[config.mk]
export PLATFORM = sky130hd
export DESIGN_NAME = rssi_proximity_beeper_top
export DESIGN_NICKNAME = d
export VERILOG_FILES = /design/src/hw/rtl/rpb_pkg.sv /design/src/hw/rtl/rpb_beep_calc.sv /design/src/hw/rtl/rssi_proximity_beeper_top.sv
export SDC_FILE = /design/constraint.sdc
export NUM_CORES = 1
export LEC_CHECK = 0
export BUFFER_PORTS_ARGS = -buffer_cell sky130_fd_sc_hd__buf_2
export CORE_ASPECT_RATIO = 1.4
export CORE_UTILIZATION = 50
export CTS_BUF_LIST = sky130_fd_sc_hd__clkbuf_16
export DETAILED_ROUTE_END_ITERATION = 10
export HOLD_SLACK_MARGIN = 0.08
export PLACE_DENSITY = 0.71
export SKIP_LAST_GASP = 1
export SYNTH_ARGS = -nofsm -noshare
export SYNTH_HDL_FRONTEND = slang
export SYNTH_HIERARCHICAL = 1
export SYNTH_SLANG_ARGS = --single-unit
[constraint.sdc]
create_clock -name clk -period 11.9 [get_ports clk]
set_input_delay 1.19 -clock clk [delete_from_list [all_inputs] [get_ports clk]]
set_output_delay 1.19 -clock clk [all_outputs]
set_load 0.02 [all_outputs]
[src/hw/rtl/rpb_pkg.sv]
// rpb_pkg: shared types and constants for the rssi proximity beeper
// used by rpb_beep_calc and rssi_proximity_beeper_top, depends on nothing else
`default_nettype none

package rpb_pkg;

    // register map, index = paddr[3:2]
    typedef enum logic [1:0] {
        REG_STALE_TIMEOUT = 2'd0,
        REG_IDLE_PERIOD   = 2'd1,
        REG_BEEP_DURATION = 2'd2
    } rpb_reg_idx_t;

    // request kinds carried in tuser
    localparam logic KIND_TICK     = 1'b0;
    localparam logic KIND_SIGHTING = 1'b1;

    // configuration reset values
    localparam logic [12:0] STALE_TIMEOUT_RESET = 13'd4000;
    localparam logic [11:0] IDLE_PERIOD_RESET   = 12'd1200;
    localparam logic [7:0]  BEEP_DURATION_RESET = 8'd50;

    // state reset values and limits
    localparam logic signed [7:0] RSSI_RESET   = -8'sd128;
    localparam logic [11:0]       PERIOD_RESET = 12'd1200;
    localparam logic [12:0]       AGE_MAX      = 13'h1FFF;
    localparam logic [11:0]       COUNT_MAX    = 12'hFFF;

    // rssi thresholds in dBm
    localparam logic signed [7:0] NEAR_RSSI  = -8'sd84;
    localparam logic signed [7:0] CLOSE_RSSI = -8'sd45;
    localparam logic signed [7:0] MID_RSSI   = -8'sd60;
    localparam logic signed [7:0] FAR_RSSI   = -8'sd72;

    // period ladder in ms
    localparam logic [11:0] PERIOD_CLOSE = 12'd80;
    localparam logic [11:0] PERIOD_MID   = 12'd160;
    localparam logic [11:0] PERIOD_FAR   = 12'd300;
    localparam logic [11:0] PERIOD_NEAR  = 12'd600;

    // pitch line 600 + (rssi + 100) * 30, clamped
    localparam logic signed [15:0] PITCH_BASE   = 16'sd600;
    localparam logic signed [15:0] PITCH_SLOPE  = 16'sd30;
    localparam logic signed [9:0]  PITCH_OFFSET = 10'sd100;
    localparam logic signed [15:0] PITCH_MIN    = 16'sd600;
    localparam logic signed [15:0] PITCH_MAX    = 16'sd3500;

    // volume about 89 + d * 166 / 39 with d = rssi + 84, done as d * 1115852 >> 18
    localparam logic [7:0]  VOL_BASE   = 8'd89;
    localparam logic [7:0]  VOL_FULL   = 8'd255;
    localparam logic [7:0]  VOL_OFFSET = 8'd84;
    localparam logic [20:0] VOL_RECIP  = 21'd1115852;
    localparam int          VOL_SHIFT  = 18;

    typedef struct packed {
        logic [11:0] pitch_hz;
        logic [7:0]  volume;
        logic        audible;
        logic [11:0] ladder_period;
    } rpb_beep_t;

endpackage

`default_nettype wire

[src/hw/rtl/rpb_beep_calc.sv]
// rpb_beep_calc: pitch, volume and next period derived from the stored rssi
// depends on rpb_pkg
`default_nettype none

module rpb_beep_calc
    import rpb_pkg::*;
(
    input  wire logic signed [7:0] rssi,
    input  wire logic [11:0]       idle_period,
    output rpb_beep_t              beep
);

    logic signed [9:0]  rssi_ofs;
    logic signed [15:0] hz_full;
    logic [7:0]         vol_sum;
    logic [5:0]         vol_d;
    logic [26:0]        vol_prod;

    // pitch
    always_comb
    begin
        rssi_ofs = $signed({{2{rssi[7]}}, rssi}) + PITCH_OFFSET;
        hz_full  = PITCH_BASE + $signed({{6{rssi_ofs[9]}}, rssi_ofs}) * PITCH_SLOPE;
        if (hz_full < PITCH_MIN)
        begin
            beep.pitch_hz = PITCH_MIN[11:0];
        end
        else if (hz_full > PITCH_MAX)
        begin
            beep.pitch_hz = PITCH_MAX[11:0];
        end
        else
        begin
            beep.pitch_hz = hz_full[11:0];
        end
    end

    // volume, d only matters between the two thresholds where it is 1..38
    always_comb
    begin
        vol_sum  = rssi + VOL_OFFSET;
        vol_d    = vol_sum[5:0];
        vol_prod = 27'(vol_d) * 27'(VOL_RECIP);
        if (rssi <= NEAR_RSSI)
        begin
            beep.volume = 8'd0;
        end
        else if (rssi >= CLOSE_RSSI)
        begin
            beep.volume = VOL_FULL;
        end
        else
        begin
            beep.volume = VOL_BASE + vol_prod[VOL_SHIFT +: 8];
        end
    end

    // period ladder
    always_comb
    begin
        beep.audible = (rssi > NEAR_RSSI);
        if (rssi > CLOSE_RSSI)
        begin
            beep.ladder_period = PERIOD_CLOSE;
        end
        else if (rssi > MID_RSSI)
        begin
            beep.ladder_period = PERIOD_MID;
        end
        else if (rssi > FAR_RSSI)
        begin
            beep.ladder_period = PERIOD_FAR;
        end
        else if (rssi > NEAR_RSSI)
        begin
            beep.ladder_period = PERIOD_NEAR;
        end
        else
        begin
            beep.ladder_period = idle_period;
        end
    end

endmodule

`default_nettype wire

[src/hw/rtl/rssi_proximity_beeper_top.sv]
// rssi_proximity_beeper_top: geiger-style proximity beeper with apb configuration
// depends on rpb_pkg and rpb_beep_calc
//
// channel   direction  handshake                        payload
// s_axis    in         s_axis_tvalid / s_axis_tready    tdata = rssi, tuser = kind
// m_axis    out        m_axis_tvalid / m_axis_tready    tdata = pitch, volume, duration, period
// apb       in         psel / penable / pready          stale timeout, idle period, duration
//
// one request per clock while no beep waits or m_axis_tready is high; once its tick is taken a beep
// passes the input register, then the result register, a tick or sighting with no beep shows nothing
// rst_n clears all control state and loads the configuration defaults
// while m_axis_tready is low a waiting beep holds, the input register still fills,
// and s_axis_tready falls only when both registers are occupied
`default_nettype none

module rssi_proximity_beeper_top
    import rpb_pkg::*;
(
    input  wire logic        clk,
    input  wire logic        rst_n,

    input  wire logic        s_axis_tvalid,
    output logic             s_axis_tready,
    input  wire logic [7:0]  s_axis_tdata,   // [7:0] rssi (signed dBm)
    input  wire logic        s_axis_tuser,   // [0] kind: 0 tick, 1 sighting

    output logic             m_axis_tvalid,
    input  wire logic        m_axis_tready,
    output logic [39:0]      m_axis_tdata,   // [11:0] pitch_hz, [19:12] volume,
                                             // [27:20] duration_ms, [39:28] period_ms

    input  wire logic        psel,
    input  wire logic        penable,
    input  wire logic        pwrite,
    input  wire logic [3:0]  paddr,
    input  wire logic [31:0] pwdata,
    output logic [31:0]      prdata,
    output logic             pready
);

    // configuration
    logic [12:0] stale_timeout_reg;
    logic [11:0] idle_period_reg;
    logic [7:0]  beep_duration_reg;
    logic        cfg_write;
    rpb_reg_idx_t cfg_idx;

    // input register
    logic              in_valid_reg, in_valid_next;
    logic              in_kind_reg;
    logic signed [7:0] in_rssi_reg;
    logic              in_load;

    // beeper state
    logic signed [7:0] last_rssi_reg, last_rssi_next;
    logic [12:0]       age_reg, age_next;
    logic [11:0]       count_reg, count_next;
    logic [11:0]       period_reg, period_next;

    // result register
    logic        out_valid_reg, out_valid_next;
    logic [39:0] out_data_reg;

    // per-request work
    logic        advance;
    logic        is_tick;
    logic [12:0] age_inc;
    logic [11:0] count_inc;
    logic        stale;
    logic        period_hit;
    logic        emit;
    rpb_beep_t   beep;

    // ---------------- configuration port ----------------
    assign pready    = 1'b1;
    assign cfg_write = psel && penable && pwrite && pready;
    assign cfg_idx   = rpb_reg_idx_t'(paddr[3:2]);

    always_ff @(posedge clk or negedge rst_n)
    begin
        if (!rst_n)
        begin
            stale_timeout_reg <= STALE_TIMEOUT_RESET;
            idle_period_reg   <= IDLE_PERIOD_RESET;
            beep_duration_reg <= BEEP_DURATION_RESET;
        end
        else if (cfg_write)
        begin
            case (cfg_idx)
                REG_STALE_TIMEOUT: stale_timeout_reg <= pwdata[12:0];
                REG_IDLE_PERIOD:   idle_period_reg   <= pwdata[11:0];
                REG_BEEP_DURATION: beep_duration_reg <= pwdata[7:0];
                default:           ;  // unmapped slot, write dropped
            endcase
        end
    end

    always_comb
    begin
        case (cfg_idx)
            REG_STALE_TIMEOUT: prdata = {19'd0, stale_timeout_reg};
            REG_IDLE_PERIOD:   prdata = {20'd0, idle_period_reg};
            REG_BEEP_DURATION: prdata = {24'd0, beep_duration_reg};
            default:           prdata = 32'd0;
        endcase
    end

    // ---------------- handshakes ----------------
    // the request in the input register retires when the result slot is free or draining
    assign advance       = in_valid_reg && (!out_valid_reg || m_axis_tready);
    assign s_axis_tready = !in_valid_reg || advance;
    assign in_load       = s_axis_tvalid && s_axis_tready;
    assign m_axis_tvalid = out_valid_reg;
    assign m_axis_tdata  = out_data_reg;

    always_comb
    begin
        in_valid_next = in_valid_reg;
        if (s_axis_tready)
        begin
            in_valid_next = s_axis_tvalid;
        end
    end

    always_ff @(posedge clk)
    begin
        if (in_load)
        begin
            in_kind_reg <= s_axis_tuser;
            in_rssi_reg <= s_axis_tdata;
        end
    end

    // ---------------- beep computation ----------------
    rpb_beep_calc u_beep_calc (
        .rssi        (last_rssi_reg),
        .idle_period (idle_period_reg),
        .beep        (beep)
    );

    always_comb
    begin
        is_tick    = (in_kind_reg == KIND_TICK);
        // age saturates so a full-scale timeout never goes stale
        age_inc    = (age_reg < AGE_MAX) ? age_reg + 13'd1 : age_reg;
        count_inc  = (count_reg < COUNT_MAX) ? count_reg + 12'd1 : count_reg;
        stale      = (age_inc > stale_timeout_reg);
        period_hit = (count_inc >= period_reg);
        emit       = advance && is_tick && period_hit && !stale && beep.audible;
    end

    always_comb
    begin
        last_rssi_next = last_rssi_reg;
        age_next       = age_reg;
        count_next     = count_reg;
        period_next    = period_reg;
        if (advance)
        begin
            if (in_kind_reg == KIND_SIGHTING)
            begin
                // sighting refreshes the signal, counter untouched
                last_rssi_next = in_rssi_reg;
                age_next       = 13'd0;
            end
            else
            begin
                age_next = age_inc;
                if (period_hit)
                begin
                    // period elapsed: restart and reload, beep or not
                    count_next  = 12'd0;
                    period_next = stale ? idle_period_reg : beep.ladder_period;
                end
                else
                begin
                    count_next = count_inc;
                end
            end
        end
    end

    always_comb
    begin
        out_valid_next = out_valid_reg;
        if (advance)
        begin
            out_valid_next = emit;
        end
        else if (m_axis_tready)
        begin
            out_valid_next = 1'b0;
        end
    end

    // ---------------- registers ----------------
    always_ff @(posedge clk or negedge rst_n)
    begin
        if (!rst_n)
        begin
            in_valid_reg  <= 1'b0;
            out_valid_reg <= 1'b0;
            last_rssi_reg <= RSSI_RESET;
            age_reg       <= 13'd0;
            count_reg     <= 12'd0;
            period_reg    <= PERIOD_RESET;
        end
        else
        begin
            in_valid_reg  <= in_valid_next;
            out_valid_reg <= out_valid_next;
            last_rssi_reg <= last_rssi_next;
            age_reg       <= age_next;
            count_reg     <= count_next;
            period_reg    <= period_next;
        end
    end

    // result payload, period reported is the one in force before the reload
    always_ff @(posedge clk)
    begin
        if (emit)
        begin
            out_data_reg <= {period_reg, beep_duration_reg, beep.volume, beep.pitch_hz};
        end
    end

    // ---------------- assertions ----------------
    a_beep_restarts_counter: assert property (
        @(posedge clk) disable iff (!rst_n)
        emit |=> (count_reg == 12'd0))
        else $error("counter not restarted after a beep");

    a_sighting_clears_age: assert property (
        @(posedge clk) disable iff (!rst_n)
        (advance && in_kind_reg == KIND_SIGHTING) |=> (age_reg == 13'd0))
        else $error("signal age not cleared by a sighting");

    a_beep_is_audible: assert property (
        @(posedge clk) disable iff (!rst_n)
        out_valid_reg |-> (out_data_reg[11:0] >= 12'd1110 && out_data_reg[19:12] >= VOL_BASE))
        else $error("beep emitted for a signal at or below the near threshold");

    a_stall_needs_full_input: assert property (
        @(posedge clk) disable iff (!rst_n)
        !s_axis_tready |-> (in_valid_reg && out_valid_reg && !m_axis_tready))
        else $error("input stalled with room to take a request");

endmodule

`default_nettype wire
==> impl_metrics.csv <==
group,metric,value,unit
status,status,"finished, final reports clean",
sta,hold_violations,0,
sta,maxSlewHeadroom,29.0,%
route,antenna_left,0,
clocking,cts_resized,0,
placement,hpwlAfterDp,15400,µm
final_layout,fill_cells,1649,
route,vias,7176,
sta,tightest_slew,1.06,ns
floorplan,num_io_pins,127,
setup_path,reg2reg_from,"last_rssi_reg[2]",
grt,grt_use_total,21.8,%
clocking,numCtsBuffers,17,
placement,io_buffers,85,
sta,setup_tns,0,ns
synth,synth_warnings,6,
setup_path,path_class,"register to register",
final_layout,largest_reg_flops,40,
clocking,cts-htree-levels,4,
setup_path,endpoint_kind,"register",
floorplan,start_util,51.3,%
sta,min_period,5.95,ns
setup_path,worstPathArrival,6.09,ns
final_layout,syn2layout_area_growth,10.9,%
synth,synthCells,958,
grt,grt_pass1_vias,7110,
final_layout,nets,1190,
clocking,path_clk_slew,0.07,ns
setup_path,worstPathMaxFanout,12,
worst_hold_path,worstHoldPathType,"register to register",
setup_path,crit_family,"adder cells",
sta,worst_clock_skew,0.0130,ns
grt,antenna_found_initial,0,
clocking,cts_tree,"yes",
final_layout,layout-drive-gt1-share,20.7,%
clocking,worstSkewPairLatency,0.43,ns
clocking,clkSinkCount,129,
clocking,ctsHoldBuffers,0,
floorplan,die_area,19700,µm²
sta,setup_viol,0,
final_layout,antenna_cells,0,
synth,synth-edff-count,49,
grt,grt_pass1_wl,34400,µm
synth,synth_commonest_cells,"95 x ha_1, 75 x inv_1, 74 x nand2_1, 62 x dfrtp_1, 57 x a21oi_1",
clocking,clk_path_buf_depth,2,
setup_path,startpoint,"last_rssi_reg[2]",
floorplan,die_x,119,µm
sta,rsz0062_at_grt,"no",
route,wl,20500,µm
floorplan,die_h,166,µm
synth,ys_ff_latch,129,
placement,place_congestion,0.889,
setup_path,cp_cell_sequence,"inv_1 > ha_1 > ha_1 > fa_1 > inv_1 > fa_1 > inv_1 > ha_1 > nand3_1 > nor2_2 > nor4_2 > nor4_4 > or2_2 > nand2_1 > nor3_1 > a21oi_1 > a21oi_1",
setup_path,critPathBufInv,3,
synth,synth_top_area_cell,"dfrtp_1",
route,via_per_inst,5.60,
synth,ys.flop_type,"dfrtp_1",
synth,syn_area_per_cell,10.0,µm²
setup_path,startpoint_type,"register",
floorplan,core_area,18700,µm²
synth,synth.distinct_cells,80,
synth,synth_top_area_share,16.2,%
sta,max_freq,0.168,GHz
sta,slew_viol_final,0,
grt,grt_max_degree,81,
final_layout,multi_input_area,5550,µm²
route,drtPass1Iterations,5,
clocking,clock-root-buffer,"clkbuf_16",
floorplan,std_cell_rows,59,
synth,synth_area_leaders,"dfrtp_1 16%, edfxtp_1 15%, ha_1 12%",
job,cap_viol_max_count,0,
setup_path,cp.required,12.05,ns
clocking,cts_setup_buffers,0,
worst_hold_path,hp-start,"period_reg[3]",
synth,ys_async_sr_fraction,62.0,%
final_layout,register_area,3500,µm²
setup_path,worst_path_largest_cell_delay,0.74,ns
route,drc,0,
synth,synth.most_common_cell,"ha_1",
route,drtIter0Drc,312,
synth,synth_area,9590,µm²
sta,finalCritPeriodShare,50.0,%
setup_path,critPathSlowestCell,"ha_1",
grt,overflow,0,
synth,seq_area_frac_synth,36.5,%
route,routedWlPerCell,16.0,µm
==> per-stage QoR <==
| step | area (µm²) | utilization [%] | setup slack (ns) | hold WS, ns | instances |
|---|---|---|---|---|---|
| 2_1_floorplan | 9660 | - | 6.62 | 0.425 | 976 |
| 3_3_place_gp | 10100 | 54.1 | 6.03 | 0.429 | 1250 |
| 3_5_place_dp | 10100 | 54.1 | 5.98 | 0.434 | 1250 |
| 4_1_cts | 10600 | 56.9 | 5.95 | 0.437 | 1282 |
| 5_1_grt | 10600 | 56.9 | 5.61 | 0.473 | 1282 |
| 6_report | 10600 | 56.9 | 5.95 | 0.436 | 1282 |
==> layout by cell type, fill, tap and decap left out, drive strengths merged, types with 13 or more instances in the layout <==
| cell type | netlist | routed |
|---|---|---|
| xnor2 | 30 | 30 |
| edfxtp | 49 | 49 |
| o221ai | 13 | 13 |
| clkbuf | 20 | 17 |
| dfrtp | 62 | 62 |
| inv | 75 | 85 |
| ha | 95 | 95 |
| nand3 | 36 | 36 |
| mux2i | 20 | 20 |
| o21ai | 48 | 48 |
| xor2 | 22 | 22 |
| mux2 | 43 | 43 |
| nor2 | 45 | 45 |
| a22o | 13 | 13 |
| dfstp | 18 | 18 |
| nor2b | 18 | 18 |
| buf | 40 | 90 |
| nand2 | 74 | 74 |
| fa | 18 | 18 |
| a21oi | 58 | 58 |
| conb | 3 | 21 |
==> routing by layer <==
layer,part of all wire (%),vias to the layer above,track usage [%]
li1,-,3530,-
met1,42,3472,25.6
met2,52,139,39.0
met3,3.6,35,3.78
met4,2.4,0,8.81
met5,0,-,0
==> final timing paths <==
check,end,slack (ns),depth (start not counted)
min in group asynchronous,beep_duration_reg[6],0.92,1
setup reg to reg,m_axis_tdata[5],5.95,17
max in group asynchronous,age_reg[4],10.29,1
hold / removal,m_axis_tdata[31],0.44,0
setup / recovery,m_axis_tdata[5],5.95,17
hold reg to reg,m_axis_tdata[31],0.44,0
==> final cells by class <==
| cell class | instances | share of cell area (%) |
|---|---|---|
| Sequential cell | 129 | 32.9 |
| Clock buffer | 17 | 4.00 |
| Clock inverter | 15 | 1.01 |
| Multi-Input combinational cell | 711 | 52.2 |
| Inverter | 76 | 2.68 |
| Tap cell | 244 | 2.87 |
| Timing Repair Buffer | 90 | 4.38 |
==> cells by family after synthesis <==
kind of cell / share of synthesized area [%]
AOI/OAI and AO/OA: 14.5
xor gates and xnor gates: 4.83
adders and majority gates: 16.2
buffers and inverters: 6.50
DFF: 36.5
muxes: 7.14
other: 0.117
and+or+nand+nor: 14.3
Power is not shown: default switching activity piles up to over one toggle a cycle in this logic, so the estimate is an artifact.
